--- config.mk ---
export PLATFORM = sky130hd
export DESIGN_NAME = hmbf_mode_scan
export DESIGN_NICKNAME = d
export VERILOG_FILES = /design/src/rtl/hmbf_pkg.sv /design/src/rtl/hmbf_mode_scan.sv
export SDC_FILE = /design/constraint.sdc
export NUM_CORES = 1
export LEC_CHECK = 0
export ABC_CLOCK_PERIOD_IN_PS = 2450
export BUFFER_PORTS_ARGS = -buffer_cell sky130_fd_sc_hd__buf_2
export CORE_AREA = 4 4 56 58
export DETAILED_ROUTE_END_ITERATION = 16
export DIE_AREA = 0 0 60 62
export PLACE_DENSITY = 0.74
export REMOVE_ABC_BUFFERS = 1
export SLEW_MARGIN = 20
export SYNTH_ARGS = -nofsm -noshare
export SYNTH_HDL_FRONTEND = slang
export SYNTH_SLANG_ARGS = --single-unit
--- constraint.sdc ---
create_clock -name clk -period 2.45 [get_ports clk]
set_input_delay 0.49 -clock clk [delete_from_list [all_inputs] [get_ports clk]]
set_output_delay 0.49 -clock clk [all_outputs]
set_load 0.02 [all_outputs]
--- src/rtl/hmbf_pkg.sv ---
package hmbf_pkg;

  localparam int CHAN_IN_W = 6;
  localparam int SAMPLE_W  = 12;
  localparam int WLEN_W    = 10;
  localparam int GAIN_W    = 8;
  localparam int SPLIT_W   = 7;
  localparam int CODE_W    = 16;
  localparam int COUNT_W   = 10;
  localparam int FILL_W    = 10;

  localparam logic [COUNT_W-1:0] COUNT_MAX = 10'd1023;
  localparam logic [FILL_W-1:0]  FILL_MAX  = 10'd1023;

  localparam int APB_AW    = 5;
  localparam int APB_DW    = 32;
  localparam int REG_IDX_W = 3;

  localparam logic [REG_IDX_W-1:0] REG_WINDOW_LENGTH = 3'd0;
  localparam logic [REG_IDX_W-1:0] REG_GAIN_FIRST    = 3'd1;
  localparam logic [REG_IDX_W-1:0] REG_GAIN_SECOND   = 3'd2;
  localparam logic [REG_IDX_W-1:0] REG_GROUP_SPLIT   = 3'd3;
  localparam logic [REG_IDX_W-1:0] REG_MAX_CODE      = 3'd4;

  typedef struct packed {
    logic clear;
    logic valid;
  } scan_ctrl_t;

endpackage

--- src/rtl/hmbf_mode_scan.sv ---
module hmbf_mode_scan #(
  parameter int BIN_W = 12
) (
  input  logic                        clk,
  input  hmbf_pkg::scan_ctrl_t        ctrl,
  input  logic [BIN_W-1:0]            idx,
  input  logic [hmbf_pkg::COUNT_W-1:0] count,
  output logic [BIN_W-1:0]            mode
);
  import hmbf_pkg::*;

  logic [COUNT_W-1:0] best_r;
  logic [BIN_W-1:0]   mode_r;

  // strict greater-than keeps the lowest bin among equal counts
  always_ff @(posedge clk) begin
    if (ctrl.clear) begin
      best_r <= '0;
      mode_r <= '0;
    end else if (ctrl.valid && (count > best_r)) begin
      best_r <= count;
      mode_r <= idx;
    end
  end

  assign mode = mode_r;

endmodule

---- Word-level counts from Yosys, hierarchy flattened ----
Cells that the tools add are included.
cells by class
  magnitude comparators ................... 1
  reductions and logical operators ........ 1
operators with widths
  kind               count
  $gt 10x10->1       1
  $logic_and 1x1->1  1
storage, ports and cells
  output and inout bits ................... 12
  flip-flop bits (word level) ............. 22
  bits of input ports ..................... 25

---- Longest topological paths before layout ----
  word-level depth ........................ 2
  gate-level depth with buffers ........... 9
  depth with buffers taken out ............ 7

---- Worst setup path before layout ----
Ideal clock, no wire load.
  path kind ............................... input to register
  start ................................... input port count[7] (netlist bit)
  end ..................................... register best_r[0]
  buffers on the path ..................... 2
  setup slack ............................. 0.585 ns
  setup time .............................. 0.118 ns
  stages .................................. 7
  arrival ................................. 1.747 ns
  cell sequence ........................... ha_1 -> a211oi_2 -> o21bai_1 -> o311a_1 -> buf_6 -> buf_12 -> mux2i_1
between the ends
  cells in the longest elaborated chain, start to end .. 2
ends and longest elaborated chain
  element               RTL line              source
  start, declared       hmbf_mode_scan.sv:7   input logic [hmbf_pkg::COUNT_W-1:0] count,
  $gt 10x10->1          hmbf_mode_scan.sv:20  end else if (ctrl.valid && (count > best_r)) begin
  $logic_and 1x1->1     hmbf_mode_scan.sv:20
  end signal, assigned  hmbf_mode_scan.sv:21  best_r <= count;
  end, declared         hmbf_mode_scan.sv:12  logic [COUNT_W-1:0] best_r;
Every way passes these cells.
A chain may end at the register's enable or synchronous reset.

---- Worst setup path after layout ----
  start ................................... register best_r[7]
  end ..................................... register mode_r[3] (netlist: mode[3])
between the ends
  cells in the longest elaborated chain, start to end .. 2
ends and longest elaborated chain
  element               RTL line              source
  $gt 10x10->1          hmbf_mode_scan.sv:20
  $logic_and 1x1->1     hmbf_mode_scan.sv:20
  end signal, assigned  hmbf_mode_scan.sv:22  mode_r <= idx;
  end, declared         hmbf_mode_scan.sv:13  logic [BIN_W-1:0] mode_r;
Every way passes these cells.

==> impl_metrics.tcl <==
set metrics [dict create \
    path_max_fanout 12 \
    multi_input_area_um2 709 \
    ys_async_sr_fraction_pct 0 \
    slew_viol_final 0 \
    synth_area_mm2 0.00126 \
    cp-start-kind "register" \
    cts_setup_buffers 0 \
    area_growth_pct 17.5 \
    grt_usage_pct 14.3 \
    ctsResizeCount 0 \
    syn_inst 130 \
    die_y_um 62 \
    power.leakage_nw 0.669 \
    critPathCaptureType "register" \
    final_layout_size_suffix_gt1_share_pct 26.1 \
    pre_cts_ws_ps 384 \
    status "finished clean" \
    grt_pass1_wl_um 4030 \
    hp-class "input pin to register" \
    drtPass1Iterations 5 \
    setup.worst_path.start "best_r[7]$_SDFFE_PP0P_" \
    num_antenna_cells 0 \
    power_density_mw_per_mm2 595 \
    drc_errors 0 \
    grt_pass1_vias 964 \
    hp-start "idx[4]" \
    relSlewSlack_pct 67.8 \
    fp-row-count 19 \
    worstReg2RegStart "best_r[7]$_SDFFE_PP0P_" \
    synth_cell_types 18 \
    die_w_um 60 \
    place_congestion 0.715 \
    criticalPathCategory "register to register" \
    io_buffers 36 \
    setup_viol 0 \
    fin_ws_ps 650 \
    grt_max_degree 45 \
    coreArea_mm2 0.00266 \
    whs_path_depth 3 \
    fmax_mhz 556 \
    final_common_cell "nand2b_1" \
    worstPathArrival_ps 2020 \
    vias 950 \
    wl_per_cell_um 11.8 \
    cts_tree "yes" \
    initial_core_util_pct 47.2 \
    place_hpwl_um 1800 \
    grt_antenna_before_repair 0 \
    path_clk_slew_ps 130 \
    hold_slack_ps 412 \
    period_share_pct 73.4 \
    finalClockSkew_ps 5.85 \
    reg2regPathDepth 7 \
    postCtsHoldBufs 0 \
    worstPathRequired_ps 2670 \
    htree_levels 1 \
    clock-sinks 22 \
    die_area_mm2 0.00372 \
    n_fill_cell 257 \
    worst_pin_slew_ps 483 \
    drtAntennaViolNets 0 \
    drtIter0Drc 6 \
    overflow 0 \
    cts_buffer_depth 2 \
    ir_worst_vdd_v 0.000313 \
    cap_violations 0 \
    clock_latency_ps 320 \
    numCtsBuffers 3 \
    finalHoldViolations 0 \
    synth_edf_count 0 \
    ys_ff_latch 22 \
    tns_ps 0 \
    ios 37 \
    synth_seq_area_share_pct 35.0 \
    yosys_warnings 0 \
    rsz0062_at_grt "false" \
    seq_area_um2 440 \
    layout_common_cells "44 x nand2b_1, 36 x buf_2, 22 x mux2i_1, 22 x dfxtp_1, 11 x inv_1" \
    fin_crit_ps 1800 \
    synth_ff_type "dfxtp_1" \
    avgViaCountPerCell 4.85 \
    root_buffer "clkbuf_4" \
    synth_area_per_cell_um2 9.67 \
    wirelength_um 2320 \
    num-nets-final 201 \
]
[power by group]
| group | total, mW | switching [mW] | leakage (nW) | internal (mW) |
|---|---|---|---|---|
| Clock | 0.285 | 0.119 | 0.0279 | 0.165 |
| Sequential | 0.402 | 0.0149 | 0.181 | 0.387 |
| Combinational | 0.192 | 0.0993 | 0.461 | 0.0930 |
| Total | 0.879 | 0.233 | 0.669 | 0.646 |
[metrics by stage]
step	area (µm²)	instances	utilization, %	total power [mW]
2_1_floorplan	1190	123	-	0.535
3_3_place_gp	1430	192	53.5	0.596
3_5_place_dp	1430	192	53.5	0.605
4_1_cts	1480	196	55.5	0.892
5_1_grt	1480	196	55.5	0.932
6_report	1480	196	55.5	0.879
[per-layer routing]
layer  wire length, µm  track usage (%)  part of all wire (%)
met5                 0                0                     0
met1              1060             16.9                    46
met3               183             3.72                   7.9
met4                21             4.75                  0.90
met2              1050             25.0                    45
[state kept, by name (all words and copies together) (netlist names)]
signal,flops
mode,12
best_r,10
[final timing paths]
path                                              to  slack, ps
worst max-delay path            mode[3]$_SDFFE_PP0P_        650
worst min-delay path            mode[4]$_SDFFE_PP0P_        410
worst max register to register  mode[3]$_SDFFE_PP0P_        650
worst min register to register  mode[6]$_SDFFE_PP0P_        480
[cell type report]
class	count	share of cell area, %
clock inverters	1	2.03
clock buffers	3	1.52
well taps	31	2.62
inverters	11	2.79
multi-input cells	90	48.0
repair buffers	38	13.2
flip-flops and latches	22	29.8
[synthesized netlist by cell type, drive strengths merged (2+ instances only)]
cell type	n	share of area (%)
buf	3	4.1
dfxtp	22	35
clkbuf	4	1.2
a21oi	3	1.2
nand4	2	0.99
nand2b	44	22
mux2i	22	18
inv	11	3.3
nand3	2	0.80
ha	10	10
[critical path: stages, from the launching register on]
cell,delay (ps)
dfxtp_1,360
inv_1,50
ha_1,300
a211oi_2,190
o21bai_1,110
o311a_1,350
buf_4,210
mux2i_1,140
[logic make-up (layout without fill, tap and decap cells)]
group / after synthesis / after routing / share of synthesized area, %
mux: 22 / 22 / 17.5
fa+ha+maj: 10 / 10 / 9.95
flops: 22 / 22 / 35.0
simple gates: 50 / 50 / 24.4
buf+inv: 18 / 53 / 8.56
compound gates: 8 / 8 / 4.58
No activity file was read; power rests on OpenSTA's default activity.
